`src/sbf_pkg.sv`:
```
package sbf_pkg;

    localparam int CHANNELS     = 2;
    localparam int SAMPLE_WIDTH = 24;
    localparam int COEF_WIDTH   = 32;
    localparam int STATE_BITS   = 32;
    localparam int COEF_FRAC    = COEF_WIDTH - 4;
    localparam int NUM_COEFS    = 5;
    localparam int INDEX_WIDTH  = $clog2(NUM_COEFS);
    localparam int PROD_WIDTH   = COEF_WIDTH + STATE_BITS;
    localparam int TERM_WIDTH   = PROD_WIDTH - COEF_FRAC;
    localparam int ACC_WIDTH    = TERM_WIDTH + 2;

    typedef logic signed [SAMPLE_WIDTH-1:0] t_sample;
    typedef logic signed [COEF_WIDTH-1:0]   t_coef;
    typedef logic signed [STATE_BITS-1:0]   t_state;
    typedef logic signed [PROD_WIDTH-1:0]   t_prod;
    typedef logic signed [TERM_WIDTH-1:0]   t_term;
    typedef logic signed [ACC_WIDTH-1:0]    t_acc;

    localparam t_coef  COEF_ONE   = t_coef'(1) <<< COEF_FRAC;
    localparam t_prod  ROUND_HALF = t_prod'(1) <<< (COEF_FRAC - 1);
    localparam t_state STATE_MAX  = {1'b0, {(STATE_BITS-1){1'b1}}};
    localparam t_state STATE_MIN  = {1'b1, {(STATE_BITS-1){1'b0}}};
    localparam t_sample SAMPLE_MAX = {1'b0, {(SAMPLE_WIDTH-1){1'b1}}};
    localparam t_sample SAMPLE_MIN = {1'b1, {(SAMPLE_WIDTH-1){1'b0}}};

    typedef enum logic [INDEX_WIDTH-1:0] {
        REG_B0 = 0,
        REG_B1 = 1,
        REG_B2 = 2,
        REG_A1 = 3,
        REG_A2 = 4
    } t_reg_idx;

    typedef struct packed {
        t_coef b0;
        t_coef b1;
        t_coef b2;
        t_coef a1;
        t_coef a2;
    } t_coefs;

    typedef struct packed {
        logic    start;
        t_sample x;
    } t_lane_ctrl;

    typedef struct packed {
        logic   done;
        t_state y;
    } t_lane_stat;

    typedef struct packed {
        logic load;
        logic zero;
    } t_merge_ctrl;

    typedef enum logic [2:0] {
        L_IDLE,
        L_B0,
        L_Y,
        L_A1,
        L_B2,
        L_A2,
        L_FIN
    } t_lane_state;

    typedef enum logic [1:0] {
        T_IDLE,
        T_RUN,
        T_DONE
    } t_top_state;

    // product rounded to the operand's fraction bits, ties towards plus infinity
    function automatic t_term round_term(input t_prod p);
        t_prod t;
        t = p + ROUND_HALF;
        return t[PROD_WIDTH-1:COEF_FRAC];
    endfunction

    function automatic t_state sat_state(input t_acc v);
        logic [ACC_WIDTH-STATE_BITS:0] hi;
        hi = v[ACC_WIDTH-1:STATE_BITS-1];
        if ((&hi) || (~|hi)) begin
            return v[STATE_BITS-1:0];
        end else if (v[ACC_WIDTH-1]) begin
            return STATE_MIN;
        end else begin
            return STATE_MAX;
        end
    endfunction

    function automatic t_sample sat_sample(input t_state v);
        logic [STATE_BITS-SAMPLE_WIDTH:0] hi;
        hi = v[STATE_BITS-1:SAMPLE_WIDTH-1];
        if ((&hi) || (~|hi)) begin
            return v[SAMPLE_WIDTH-1:0];
        end else if (v[STATE_BITS-1]) begin
            return SAMPLE_MIN;
        end else begin
            return SAMPLE_MAX;
        end
    endfunction

endpackage

```
`src/sbf_lane.sv`:
```
module sbf_lane (
    input  logic                i_clk,
    input  logic                i_rst_n,
    input  sbf_pkg::t_lane_ctrl i_ctrl,
    input  sbf_pkg::t_coefs     i_coef,
    output sbf_pkg::t_lane_stat o_stat
);

    sbf_pkg::t_lane_state r_state;
    sbf_pkg::t_lane_state n_state;

    sbf_pkg::t_state r_x;
    sbf_pkg::t_state r_y;
    sbf_pkg::t_state r_d1;
    sbf_pkg::t_state r_d2;
    sbf_pkg::t_prod  r_prod;
    sbf_pkg::t_acc   r_acc;

    sbf_pkg::t_coef  mul_coef;
    sbf_pkg::t_state mul_val;
    sbf_pkg::t_prod  prod;
    sbf_pkg::t_acc   term;
    logic            done;

    always_comb begin
        n_state = r_state;
        case (r_state)
            sbf_pkg::L_IDLE: begin
                if (i_ctrl.start) begin
                    n_state = sbf_pkg::L_B0;
                end
            end
            sbf_pkg::L_B0:  n_state = sbf_pkg::L_Y;
            sbf_pkg::L_Y:   n_state = sbf_pkg::L_A1;
            sbf_pkg::L_A1:  n_state = sbf_pkg::L_B2;
            sbf_pkg::L_B2:  n_state = sbf_pkg::L_A2;
            sbf_pkg::L_A2:  n_state = sbf_pkg::L_FIN;
            sbf_pkg::L_FIN: n_state = sbf_pkg::L_IDLE;
            default:        n_state = sbf_pkg::L_IDLE;
        endcase
    end

    // one shared multiplier, operands picked by step
    always_comb begin
        mul_coef = i_coef.b0;
        mul_val  = r_x;
        done     = 1'b0;
        case (r_state)
            sbf_pkg::L_B0: begin
                mul_coef = i_coef.b0;
                mul_val  = r_x;
            end
            sbf_pkg::L_Y: begin
                mul_coef = i_coef.b1;
                mul_val  = r_x;
            end
            sbf_pkg::L_A1: begin
                mul_coef = i_coef.a1;
                mul_val  = r_y;
            end
            sbf_pkg::L_B2: begin
                mul_coef = i_coef.b2;
                mul_val  = r_x;
            end
            sbf_pkg::L_A2: begin
                mul_coef = i_coef.a2;
                mul_val  = r_y;
            end
            sbf_pkg::L_FIN: begin
                done = 1'b1;
            end
            default: begin
                mul_coef = i_coef.b0;
                mul_val  = r_x;
            end
        endcase
    end

    assign prod = mul_coef * mul_val;
    assign term = sbf_pkg::t_acc'(sbf_pkg::round_term(r_prod));

    always_ff @(posedge i_clk) begin
        if (!i_rst_n) begin
            r_state <= sbf_pkg::L_IDLE;
        end else begin
            r_state <= n_state;
        end
    end

    always_ff @(posedge i_clk) begin
        if (!i_rst_n) begin
            r_d1 <= '0;
            r_d2 <= '0;
        end else begin
            case (r_state)
                sbf_pkg::L_A2:  r_d1 <= sbf_pkg::sat_state(r_acc);
                sbf_pkg::L_FIN: r_d2 <= sbf_pkg::sat_state(r_acc - term);
                default: begin
                end
            endcase
        end
    end

    always_ff @(posedge i_clk) begin
        case (r_state)
            sbf_pkg::L_IDLE: begin
                if (i_ctrl.start) begin
                    r_x <= sbf_pkg::t_state'(i_ctrl.x);
                end
            end
            sbf_pkg::L_B0: begin
                r_prod <= prod;
            end
            sbf_pkg::L_Y: begin
                r_y    <= sbf_pkg::sat_state(term + sbf_pkg::t_acc'(r_d1));
                r_prod <= prod;
            end
            sbf_pkg::L_A1: begin
                // b1*x plus old second delay
                r_acc  <= term + sbf_pkg::t_acc'(r_d2);
                r_prod <= prod;
            end
            sbf_pkg::L_B2: begin
                r_acc  <= r_acc - term;
                r_prod <= prod;
            end
            sbf_pkg::L_A2: begin
                r_acc  <= term;
                r_prod <= prod;
            end
            default: begin
            end
        endcase
    end

    assign o_stat.done = done;
    assign o_stat.y    = r_y;

`ifndef SYNTHESIS
    a_start_idle: assert property (@(posedge i_clk) disable iff (!i_rst_n)
        i_ctrl.start |-> r_state == sbf_pkg::L_IDLE)
        else $error("lane started while busy");

    a_done_pulse: assert property (@(posedge i_clk) disable iff (!i_rst_n)
        done |=> !done)
        else $error("lane done held longer than one cycle");

    a_d1_hold: assert property (@(posedge i_clk) disable iff (!i_rst_n)
        r_state != sbf_pkg::L_A2 |=> $stable(r_d1))
        else $error("first delay changed outside its update step");

    a_d2_hold: assert property (@(posedge i_clk) disable iff (!i_rst_n)
        r_state != sbf_pkg::L_FIN |=> $stable(r_d2))
        else $error("second delay changed outside its update step");
`endif

endmodule

```
`config.mk`:
```
export PLATFORM = sky130hd
export DESIGN_NAME = sbf_lane
export DESIGN_NICKNAME = d
export VERILOG_FILES = /design/src/sbf_pkg.sv /design/src/sbf_lane.sv
export SDC_FILE = /design/constraint.sdc
export NUM_CORES = 2
export LEC_CHECK = 0
export BUFFER_PORTS_ARGS = -buffer_cell sky130_fd_sc_hd__buf_2
export CAP_MARGIN = 15
export CORE_ASPECT_RATIO = 1.1
export CORE_UTILIZATION = 35
export DETAILED_ROUTE_END_ITERATION = 10
export RECOVER_POWER = 25
export SLEW_MARGIN = 20
export SYNTH_ARGS = -nofsm -noshare
export SYNTH_HDL_FRONTEND = slang
export SYNTH_SLANG_ARGS = --single-unit
```
`constraint.sdc`:
```
create_clock -name i_clk -period 12.3 [get_ports i_clk]
set_clock_uncertainty 0.1 [all_clocks]
set_input_delay 0 -clock i_clk [delete_from_list [all_inputs] [get_ports i_clk]]
set_output_delay 0 -clock i_clk [all_outputs]
set_load 0.005 [all_outputs]
```
==> flow_summary.toml <==
[placement]
dp_cells = 7296
pre_cts_slack_ps = 1030
port_buffers = 219
gp_congestion = 0.962
place_hpwl_mm = 133

[sta]
hold_viol = 0
setup_violations = 0
finalCritPeriodShare = 0.927
period_needed_ps = 11400
drv_slew = 99
fin_ws_ps = 900
whs_ps = 126
relSlewSlack = -1.06
tightest_slew_ps = 3090
fmax_mhz = 87.7
rsz0062_at_grt = "false"
tns_ps = 0

[route]
vias = 39100
drtPass1Iterations = 8
wl_per_cell_um = 22.5
vias_per_cell = 5.32
wirelength_mm = 166
drt_iter0_drc = 3393
ant_nets = 0
drc = 0

[floorplanning]
die_w_um = 359
start_util = 0.354
die_h_um = 394
ios = 220
coreArea_sq_mm = 0.138
rows = 143
fp.dieArea_sq_mm = 0.141

[finish]
fin_nets = 7092
fill_cells = 13900
layout_common_cells = "1084 x fa_1, 1037 x inv_1, 661 x nor2_1"
drive_above_1_share = 0.0792
final_cell_count_no_fill = 7359
area_growth_syn_to_layout_pct = 9.15
final_common_cell = "fa_1"

[setup_path]
path_max_fanout = 29
crit_path_end_kind = "register"
path_common_cell = "fa_1"
cp-start-kind = "register"
crit_required_ps = 12410
crit_arrival_ps = 11510
critical-path-max-stage-delay_ps = 990
path_class = "register to register"
critPathSlowestCell = "fa_1"

[grt]
grt_max_degree = 65
overflow = 0
grt_pass1_wl_mm = 254
antenna_found_initial = 6
grt_pass1_vias = 41200
grt_usage = 0.239

[clock_network]
clkSlewWorstSetupHoldPaths_ps = 100
clk_path_buf_depth = 2
clk_latency_ps = 480
cts_setup_buffers = 0
numClockSinks = 198
hold_buffers = 26
cts_tree = "yes"
h-tree-depth = 4
cts-resized-gates = 0
numCtsBuffers = 17
cts-root-buf = "clkbuf_16"

[synth]
yosys_register_bits = 198
synth_nets = 6961
async_reset_ff_frac = 0
ys_types = 85
synth_edf_count = 131
synth-seq-area-share = 0.108
synthesis.area_sq_mm = 0.0490
synth_cells = 5398
ys.flop_type = "edfxtp_1"
avgSynthCellArea_sq_um = 9.07
ys.warnings.count = 0

[status]
violations = "max-capacitance violations, max-slew violations"
status = "complete, but fails checks"

[hold_path]
hp-class = "primary input to register"

[run]
drv_cap = 2
## cells by family after synthesis
| group | synth area share |
|---|---|
| fa+ha+maj | 0.518 |
| flops | 0.108 |
| xor+xnor | 0.0336 |
| compound gates | 0.105 |
| simple gates | 0.130 |
| buf+inv | 0.101 |
| mux | 0.00537 |
## worst paths after layout
| path | from | to | slack, ps | depth (start not counted) |
|---|---|---|---|---|
| hold reg to reg | r_d2[0] | r_d2[0] | 400 | 2 |
| setup reg to reg | r_state[1] | r_prod[56] | 900 | 25 |
| setup / recovery | r_state[1] | r_prod[56] | 900 | 25 |
| hold / removal | i_ctrl[13] | r_x[13] | 130 | 2 |
## metrics by stage
step / area [sq um] / util
CTS: 53500 / 0.386
global route: 53400 / 0.386
global placement: 52500 / 0.379
detailed placement: 52600 / 0.380
finish: 53400 / 0.386
floorplan: 49000 / -
## metal layers
metal	global-route usage	wire, um
met4	0.0868	6670
met1	0.317	66800
met5	0	9
met3	0.0577	16600
met2	0.379	75800
## flip-flops by register name, summed over array words and instances, names as in the netlist
| name | cells |
|---|---|
| r_d1 | 32 |
| r_x | 24 |
| r_y | 32 |
| r_prod | 37 |
| r_state | 3 |
| r_d2 | 32 |
| r_acc | 38 |
## critical path: cells and delay by family, from the launching register on
family / cells / cell delay (ps)
buffers and inverters: 1 / 180
adder cells (fa/ha/maj): 9 / 4940
XOR/XNOR: 1 / 100
flip-flops: 1 / 650
AND/OR/NAND/NOR: 8 / 3170
AO/OA/AOI/OAI: 6 / 1950
## area by class of cell
cell class	instances	area (sq um)	area share
Antenna cell	5	12.5	0.000234
Clock buffer	17	425	0.00796
Clock inverter	15	218	0.00407
Inverter	1040	3900	0.0731
Multi-Input combinational cell	3905	39100	0.732
Sequential cell	198	5280	0.0988
Tap cell	1812	2270	0.0424
Timing Repair Buffer	367	2230	0.0418
## cell usage after synthesis (33+ instances only)
cell type / instances / area, sq um
fa_1: 1084 / 21700
inv_1: 1037 / 3890
nor2_1: 662 / 2480
nand2_1: 645 / 2420
ha_1: 292 / 3650
a21oi_1: 227 / 1140
clkbuf_1: 216 / 811
edfxtp_1: 131 / 3930
o21ai_0: 128 / 641
xnor2_1: 107 / 937
a21o_1: 104 / 781
xor2_1: 77 / 674
dfxtp_1: 67 / 1340
a221oi_1: 50 / 438
nand3_1: 45 / 225
nor3_1: 42 / 210
nand2b_1: 39 / 244
o22ai_1: 33 / 206
Power is not shown: default switching activity piles up to over one toggle a cycle in this logic, so the estimate is an artifact.
