$ cat config.mk
export PLATFORM = sky130hd
export DESIGN_NAME = sbf_merge_flat
export DESIGN_NICKNAME = d
export VERILOG_FILES = /design/src/sbf_pkg.sv /design/src/sbf_if.sv /design/src/sbf_merge.sv /design/src/flat_wrapper.sv
export SDC_FILE = /design/constraint.sdc
export NUM_CORES = 1
export LEC_CHECK = 0
export BUFFER_PORTS_ARGS = -buffer_cell sky130_fd_sc_hd__clkbuf_2
export CORE_MARGIN = 3
export CORE_UTILIZATION = 49
export CTS_CLUSTER_DIAMETER = 60
export CTS_CLUSTER_SIZE = 40
export DETAILED_ROUTE_END_ITERATION = 16
export PLACE_DENSITY_LB_ADDON = 0.12
export SLEW_MARGIN = 20
export SYNTH_ARGS = -nofsm -noshare
export SYNTH_HDL_FRONTEND = slang
export SYNTH_SLANG_ARGS = --single-unit
$ cat constraint.sdc
create_clock -name i_clk -period 3.45 [get_ports i_clk]
set_input_delay 0.69 -clock i_clk [delete_from_list [all_inputs] [get_ports i_clk]]
set_output_delay 0.69 -clock i_clk [all_outputs]
set_load 0.05 [all_outputs]
$ cat src/sbf_pkg.sv
package sbf_pkg;

    localparam int CHANNELS     = 2;
    localparam int SAMPLE_WIDTH = 24;
    localparam int COEF_WIDTH   = 32;
    localparam int STATE_BITS   = 32;
    localparam int COEF_FRAC    = COEF_WIDTH - 4;
    localparam int NUM_COEFS    = 5;
    localparam int INDEX_WIDTH  = $clog2(NUM_COEFS);
    localparam int PROD_WIDTH   = COEF_WIDTH + STATE_BITS;
    localparam int TERM_WIDTH   = PROD_WIDTH - COEF_FRAC;
    localparam int ACC_WIDTH    = TERM_WIDTH + 2;

    typedef logic signed [SAMPLE_WIDTH-1:0] t_sample;
    typedef logic signed [COEF_WIDTH-1:0]   t_coef;
    typedef logic signed [STATE_BITS-1:0]   t_state;
    typedef logic signed [PROD_WIDTH-1:0]   t_prod;
    typedef logic signed [TERM_WIDTH-1:0]   t_term;
    typedef logic signed [ACC_WIDTH-1:0]    t_acc;

    localparam t_coef  COEF_ONE   = t_coef'(1) <<< COEF_FRAC;
    localparam t_prod  ROUND_HALF = t_prod'(1) <<< (COEF_FRAC - 1);
    localparam t_state STATE_MAX  = {1'b0, {(STATE_BITS-1){1'b1}}};
    localparam t_state STATE_MIN  = {1'b1, {(STATE_BITS-1){1'b0}}};
    localparam t_sample SAMPLE_MAX = {1'b0, {(SAMPLE_WIDTH-1){1'b1}}};
    localparam t_sample SAMPLE_MIN = {1'b1, {(SAMPLE_WIDTH-1){1'b0}}};

    typedef enum logic [INDEX_WIDTH-1:0] {
        REG_B0 = 0,
        REG_B1 = 1,
        REG_B2 = 2,
        REG_A1 = 3,
        REG_A2 = 4
    } t_reg_idx;

    typedef struct packed {
        t_coef b0;
        t_coef b1;
        t_coef b2;
        t_coef a1;
        t_coef a2;
    } t_coefs;

    typedef struct packed {
        logic    start;
        t_sample x;
    } t_lane_ctrl;

    typedef struct packed {
        logic   done;
        t_state y;
    } t_lane_stat;

    typedef struct packed {
        logic load;
        logic zero;
    } t_merge_ctrl;

    typedef enum logic [2:0] {
        L_IDLE,
        L_B0,
        L_Y,
        L_A1,
        L_B2,
        L_A2,
        L_FIN
    } t_lane_state;

    typedef enum logic [1:0] {
        T_IDLE,
        T_RUN,
        T_DONE
    } t_top_state;

    // product rounded to the operand's fraction bits, ties towards plus infinity
    function automatic t_term round_term(input t_prod p);
        t_prod t;
        t = p + ROUND_HALF;
        return t[PROD_WIDTH-1:COEF_FRAC];
    endfunction

    function automatic t_state sat_state(input t_acc v);
        logic [ACC_WIDTH-STATE_BITS:0] hi;
        hi = v[ACC_WIDTH-1:STATE_BITS-1];
        if ((&hi) || (~|hi)) begin
            return v[STATE_BITS-1:0];
        end else if (v[ACC_WIDTH-1]) begin
            return STATE_MIN;
        end else begin
            return STATE_MAX;
        end
    endfunction

    function automatic t_sample sat_sample(input t_state v);
        logic [STATE_BITS-SAMPLE_WIDTH:0] hi;
        hi = v[STATE_BITS-1:SAMPLE_WIDTH-1];
        if ((&hi) || (~|hi)) begin
            return v[SAMPLE_WIDTH-1:0];
        end else if (v[STATE_BITS-1]) begin
            return SAMPLE_MIN;
        end else begin
            return SAMPLE_MAX;
        end
    endfunction

endpackage

$ cat src/sbf_if.sv


interface sbf_out_if;
    logic                   valid;
    logic                   ready;
    sbf_pkg::t_sample       left_result;
    sbf_pkg::t_sample       right_result;

    modport source (output valid, output left_result, output right_result, input ready);
    modport sink   (input valid, input left_result, input right_result, output ready);
endinterface


$ cat src/sbf_merge.sv
module sbf_merge (
    input  logic                 i_clk,
    input  logic                 i_rst_n,
    input  sbf_pkg::t_merge_ctrl i_ctrl,
    input  sbf_pkg::t_state      i_y [sbf_pkg::CHANNELS],
    output logic                 o_free,
    sbf_out_if.source            o_out
);

    logic             r_valid;
    sbf_pkg::t_sample r_left;
    sbf_pkg::t_sample r_right;

    assign o_free = !r_valid || o_out.ready;

    always_ff @(posedge i_clk) begin
        if (!i_rst_n) begin
            r_valid <= 1'b0;
        end else if (i_ctrl.load) begin
            r_valid <= 1'b1;
        end else if (o_out.ready) begin
            r_valid <= 1'b0;
        end
    end

    always_ff @(posedge i_clk) begin
        if (i_ctrl.load) begin
            if (i_ctrl.zero) begin
                r_left  <= '0;
                r_right <= '0;
            end else begin
                r_left  <= sbf_pkg::sat_sample(i_y[0]);
                r_right <= sbf_pkg::sat_sample(i_y[1]);
            end
        end
    end

    assign o_out.valid        = r_valid;
    assign o_out.left_result  = r_left;
    assign o_out.right_result = r_right;

`ifndef SYNTHESIS
    a_load_free: assert property (@(posedge i_clk) disable iff (!i_rst_n)
        i_ctrl.load |-> o_free)
        else $error("result loaded over an untaken beat");

    a_load_valid: assert property (@(posedge i_clk) disable iff (!i_rst_n)
        i_ctrl.load |=> o_out.valid)
        else $error("loaded result not presented");

    a_zero_frame: assert property (@(posedge i_clk) disable iff (!i_rst_n)
        i_ctrl.load && i_ctrl.zero |=>
            o_out.left_result == '0 && o_out.right_result == '0)
        else $error("absent frame gave a non-zero result");
`endif

endmodule

$ cat src/flat_wrapper.sv
// flat-port wrapper written by rule: the top's interface ports become plain ports
module sbf_merge_flat 
  (i_clk, i_rst_n, i_ctrl, i_y, o_free, o_out_valid, o_out_left_result, o_out_right_result, o_out_ready);
  sbf_out_if o_out_i ();
  input  logic i_clk;
  input  logic i_rst_n;
  input  sbf_pkg::t_merge_ctrl i_ctrl;
  input  sbf_pkg::t_state i_y[sbf_pkg::CHANNELS];
  output logic o_free;
  output wire logic [$bits(o_out_i.valid)-1:0] o_out_valid;
  output wire logic [$bits(o_out_i.left_result)-1:0] o_out_left_result;
  output wire logic [$bits(o_out_i.right_result)-1:0] o_out_right_result;
  input wire logic [$bits(o_out_i.ready)-1:0] o_out_ready;
  assign o_out_valid = o_out_i.valid;
  assign o_out_left_result = o_out_i.left_result;
  assign o_out_right_result = o_out_i.right_result;
  assign o_out_i.ready = o_out_ready;
  sbf_merge u_core (.i_clk(i_clk), .i_rst_n(i_rst_n), .i_ctrl(i_ctrl), .i_y(i_y), .o_free(o_free), .o_out(o_out_i));
endmodule
==> results of run 1 <==
synthesized netlist by cell type (2+ instances only):
library cell / number / area (sq um)
edfxtp_1: 48 / 1440
inv_1: 47 / 176
a211oi_2: 39 / 488
a211oi_1: 6 / 45.0
buf_6: 6 / 67.6
nand4_1: 4 / 25.0
nor4_1: 4 / 25.0
buf_2: 3 / 15.0
a21o_2: 2 / 17.5
buf_12: 2 / 40.0
nor2b_1: 2 / 12.5
o21a_2: 2 / 17.5
stage by stage:
stage	total power [uW]	instance area, sq um
finish	1380	3070
global route	1440	3070
CTS	1400	3070
detailed placement	1080	2990
global placement	1080	2990
floorplan	988	2430
sequential cells by signal (all words and copies together), names as in the netlist:
name                       count
u_core.o_out.valid             1
u_core.o_out.left_result      24
u_core.o_out.right_result     24
logic make-up after synthesis:
kind of cell / after synthesis
AO/OA/AOI/OAI: 51
buffers and inverters: 60
flip-flops: 49
AND/OR/NAND/NOR: 11
area by class of cell:
type | count | area share (%)
sequential | 49 | 47.6
tap | 67 | 2.73
clock buffer | 5 | 2.24
inverter | 47 | 5.74
timing repair buffer | 120 | 19.7
multi-input combinational | 62 | 21.6
clock inverter | 3 | 0.407
power groups by stage:
| stage | combinational (uW) | sequential [uW] | clock [uW] |
|---|---|---|---|
| 3_3_place_gp | 348 | 730 | 0 |
| 4_1_cts | 351 | 718 | 329 |
| 6_report | 347 | 718 | 318 |
| 3_5_place_dp | 350 | 732 | 0 |
| 5_1_grt | 368 | 723 | 344 |
| 2_1_floorplan | 91.2 | 897 | 0 |
worst min-delay path by stage:
stage	cells past startpoint	endpoint	slack [ps]	start
global route	2	u_core.o_out.valid	620	u_core.o_out.valid
detailed placement	2	u_core.o_out.valid	530	u_core.o_out.valid
CTS	2	u_core.o_out.valid	540	u_core.o_out.valid
global placement	2	u_core.o_out.valid	500	u_core.o_out.valid
floorplan	0	u_core.o_out.left_result[0]	800	i_ctrl[1]
finish	2	u_core.o_out.valid	530	u_core.o_out.valid
worst max-delay path, cell delays in order:
cell	delay, ps
clkbuf_2	90
nor4_1	320
a21o_2	610
a211oi_1	160
routing by layer:
layer / part of all wire [%] / up-vias
li1: - / 846
met1: 41 / 790
met2: 50 / 75
met3: 7.6 / 9
met4: 1.6 / 0
met5: 0 / -
==> results.sh, run 1 <==
export IMPL_synth_ff_type="edfxtp_1"
export IMPL_arrival_ps=1890
export IMPL_worstSetupStartpoint="i_y[30]"
export IMPL_dpl_hpwl_microns=3470
export IMPL_hold_class="flop to flop"
export IMPL_drc=0
export IMPL_synth_simple_area_share_pct=2.83
export IMPL_synth_seq_area_share_pct=60.1
export IMPL_r2r_setup_slack_ps=2800
export IMPL_post_drt_wl_per_cell_microns=14.2
export IMPL_area_growth_pct=26.3
export IMPL_numCtsBuffers=5
export IMPL_fin_cells=353
export IMPL_grt_pass1_vias=1728
export IMPL_min_period_ps=1870
export IMPL_final_antenna_net_count=0
export IMPL_avgSynthCellArea_sq_um=14.2
export IMPL_grt_max_degree=50
export IMPL_start_util_pct=51.2
export IMPL_dr_first_iter_drc_count=80
export IMPL_r2r_start="u_core.o_out.valid"
export IMPL_setup_viol=0
export IMPL_synth_fa_ha_area_share_pct=0
export IMPL_fin_skew_ps=0
export IMPL_cp_max_fo=23
export IMPL_antenna_found_initial=0
export IMPL_use_met2_pct=30.4
export IMPL_die_h_microns=76.5
export IMPL_synth_warnings=0
export IMPL_crit_type="input port to flop"
export IMPL_io_buffers=118
export IMPL_holdWs_ps=528
export IMPL_drt_pass1_iter_count=4
export IMPL_synthDistinctLibCells=18
export IMPL_tightest_slew_ps=696
export IMPL_final_common_cell="clkbuf_2"
export IMPL_die_area_sq_mm=0.00585
export IMPL_htree_levels=2
export IMPL_cp_end_kind="flop"
export IMPL_vias=1720
export IMPL_yosys_register_bits=49
export IMPL_grtUsageMet1_pct=21.4
export IMPL_overflow=0
export IMPL_utilization_pct=64.6
export IMPL_clk_path_buf_depth=2
export IMPL_swShare_pct=32.9
export IMPL_synth_compound_area_share_pct=24.5
export IMPL_synth_xor_area_share_pct=0
export IMPL_synth_async_reset_ratio_pct=0
export IMPL_clk_pin_slew_ps=90
export IMPL_fin_crit_sh_pct=54.2
export IMPL_multi_input_area_sq_um=664
export IMPL_cellInternalPower_uw=927
export IMPL_rsz0062_at_grt="no"
export IMPL_postCtsSetupBuffers=0
export IMPL_fin_nets=354
export IMPL_grt_pass1_wl_microns=8360
export IMPL_pwr_share_seq_pct=51.9
export IMPL_reg2reg_to="u_core.o_out.valid"
export IMPL_hold_viol=0
export IMPL_n_fill_cell=411
export IMPL_peakVddDrop_mv=0.230
export IMPL_busiest_layer="met2"
export IMPL_drive_gt1_share_pct=59.4
export IMPL_grt_usage_pct=17.7
export IMPL_synthMuxAreaShare_pct=0
export IMPL_syn_nets=240
export IMPL_ctsResizeCount=0
export IMPL_antenna_cells=0
export IMPL_leakage_uw=0.00137
export IMPL_critPathCapture="u_core.o_out.right_result[9]"
export IMPL_insertion_delay_ps=290
export IMPL_die_x_microns=76.5
export IMPL_relSlewSlack_pct=53.6
export IMPL_io_pins=119
export IMPL_syn_inst=171
export IMPL_gr_usage_met3_pct=4.85
export IMPL_p_per_area_mw_per_mm2=450
export IMPL_rows=25
export IMPL_reg2reg_depth=2
export IMPL_via_per_inst=4.87
export IMPL_clock_power_share_pct=23.0
export IMPL_pwr_share_comb_pct=25.1
export IMPL_globalplace_congestion=0.749
export IMPL_setup_tns_final_ps=0
export IMPL_timing_fmax_ghz=0.535
export IMPL_layout_common_cells="118 x clkbuf_2, 48 x edfxtp_1, 47 x inv_1"
export IMPL_status="completed"
export IMPL_startpoint_type="input port"
export IMPL_core_sq_mm=0.00475
export IMPL_netlist_area_sq_mm=0.00243
export IMPL_cts_sinks=49
export IMPL_switching_power_uw=456
export IMPL_cts_root_buf="clkbuf_8"
export IMPL_slew_viol_final=0
export IMPL_worst_slack_ps=1580
export IMPL_cts_tree="built"
export IMPL_ctsHoldBuffers=0
export IMPL_worstPathRequired_ps=3470
export IMPL_wl_microns=5020
export IMPL_drv_cap=0
export IMPL_seq_area_sq_mm=0.00146
export IMPL_place_inst=345
export IMPL_place_ws_ps=1250
export IMPL_synth_edff_count=48
export IMPL_synth_top_family_by_area="compound AO/OA/AOI/OAI gates"
(Power assumes the default switching activity.)
==> run 2: changes to the inputs <==
--- a/config.mk
+++ b/config.mk
@@ -7,7 +7,7 @@
 export LEC_CHECK = 0
 export BUFFER_PORTS_ARGS = -buffer_cell sky130_fd_sc_hd__clkbuf_2
 export CORE_MARGIN = 3
-export CORE_UTILIZATION = 49
+export CORE_UTILIZATION = 41
 export CTS_CLUSTER_DIAMETER = 60
 export CTS_CLUSTER_SIZE = 40
 export DETAILED_ROUTE_END_ITERATION = 16
==> constraint.sdc (replaced) <==
create_clock -name i_clk -period 1.7 [get_ports i_clk]
set_input_delay 0.34 -clock i_clk [delete_from_list [all_inputs] [get_ports i_clk]]
set_output_delay 0.34 -clock i_clk [all_outputs]
set_load 0.05 [all_outputs]
==> results.sh, run 2 (synthesized netlist as in run 1, its figures left out) <==
export IMPL_arrival_ps=970
export IMPL_drive_gt1_share_pct=60.7
export IMPL_cp_end_kind="primary output"
export IMPL_finalPower_uw=2870
export IMPL_insertion_delay_ps=290
export IMPL_vias=1726
export IMPL_grt_pass1_vias=1754
export IMPL_relSlewSlack_pct=53.1
export IMPL_dpl_hpwl_microns=3540
export IMPL_timing_fmax_ghz=0.765
export IMPL_cts_tree="built"
export IMPL_ctsHoldBuffers=0
export IMPL_final_antenna_net_count=0
export IMPL_antenna_found_initial=0
export IMPL_worstPathRequired_ps=1360
export IMPL_grt_max_degree=50
export IMPL_core_sq_mm=0.00561
export IMPL_drv_cap=0
export IMPL_numCtsBuffers=5
export IMPL_hold_class="input port to flop"
export IMPL_fin_nets=358
export IMPL_status="completed"
export IMPL_hold_viol=0
export IMPL_utilization_pct=56.5
export IMPL_area_growth_pct=30.3
export IMPL_fin_skew_ps=0
export IMPL_fin_cells=362
export IMPL_io_pins=119
export IMPL_grt_pass1_wl_microns=8300
export IMPL_die_area_sq_mm=0.00689
export IMPL_tightest_slew_ps=704
export IMPL_rows=27
export IMPL_setup_viol=0
export IMPL_final_common_cell="clkbuf_2"
export IMPL_cp_max_fo=2
export IMPL_clk_path_buf_depth=2
export IMPL_clk_pin_slew_ps=90
export IMPL_crit_type="flop to primary output"
export IMPL_place_inst=354
export IMPL_drt_pass1_iter_count=4
export IMPL_die_x_microns=83.0
export IMPL_slew_viol_final=0
export IMPL_htree_levels=2
export IMPL_rsz0062_at_grt="no"
export IMPL_io_buffers=118
export IMPL_post_drt_wl_per_cell_microns=13.7
export IMPL_leakage_uw=0.00140
export IMPL_antenna_cells=0
export IMPL_peakVddDrop_mv=0.386
export IMPL_wl_microns=4980
export IMPL_start_util_pct=43.4
export IMPL_fin_crit_sh_pct=76.9
export IMPL_setup_tns_final_ps=0
export IMPL_grt_usage_pct=14.9
export IMPL_overflow=0
export IMPL_startpoint_type="flop"
export IMPL_cts_root_buf="clkbuf_8"
export IMPL_p_per_area_mw_per_mm2=906
export IMPL_layout_common_cells="118 x clkbuf_2, 48 x edfxtp_1, 47 x inv_1"
export IMPL_via_per_inst=4.77
export IMPL_ctsResizeCount=0
export IMPL_postCtsSetupBuffers=0
export IMPL_globalplace_congestion=0.778
export IMPL_die_h_microns=83.0
export IMPL_min_period_ps=1310
export IMPL_dr_first_iter_drc_count=79
export IMPL_cts_sinks=49
export IMPL_drc=0
==> run 2: layout make-up <==
cell class | instances | area [sq um]
fillers | 511 | 2440
flip-flops and latches | 49 | 1460
repair buffers | 124 | 686
multi-input cells | 62 | 664
inverters | 47 | 176
well taps | 72 | 90.1
clock buffers | 5 | 68.8
clock inverters | 3 | 22.5
==> run 2: final timing paths <==
path                                         start                  to  slack [ps]  cells past startpoint
worst min-delay path                       i_rst_n  u_core.o_out.valid         270                      2
worst max-delay path            u_core.o_out.valid              o_free         390                      2
worst min register to register  u_core.o_out.valid  u_core.o_out.valid         520                      2
worst max register to register  u_core.o_out.valid  u_core.o_out.valid        1060                      2
==> run 2: worst max-delay path, stage by stage, from the launching register on <==
cell and delay (ps):
dfxtp_1 320, nand2b_1 80, clkbuf_2 270
==> run 2: power by group <==
| part | internal [uW] | switching [uW] | leakage (uW) |
|---|---|---|---|
| Combinational | 193 | 538 | 0.000898 |
| Clock | 289 | 399 | 0.0000364 |
| Sequential | 1430 | 23.9 | 0.000469 |
| Total | 1910 | 961 | 0.00140 |
==> run 2: through the flow <==
step / hold WS (ps) / cell area, sq um / setup slack [ps]
global route: 277 / 3170 / 315
global placement: 493 / 3080 / 160
detailed placement: 518 / 3080 / 116
CTS: 263 / 3170 / 372
finish: 273 / 3170 / 393
floorplan: 452 / 2430 / 320
==> run 2: per-layer routing <==
| layer | wire length, microns | global-route usage [%] | part of all wire, % |
|---|---|---|---|
| met1 | 2230 | 20.0 | 45 |
| met2 | 2260 | 22.6 | 45 |
| met3 | 395 | 5.06 | 7.9 |
| met4 | 93 | 4.90 | 1.9 |
| met5 | 0 | 0 | 0 |
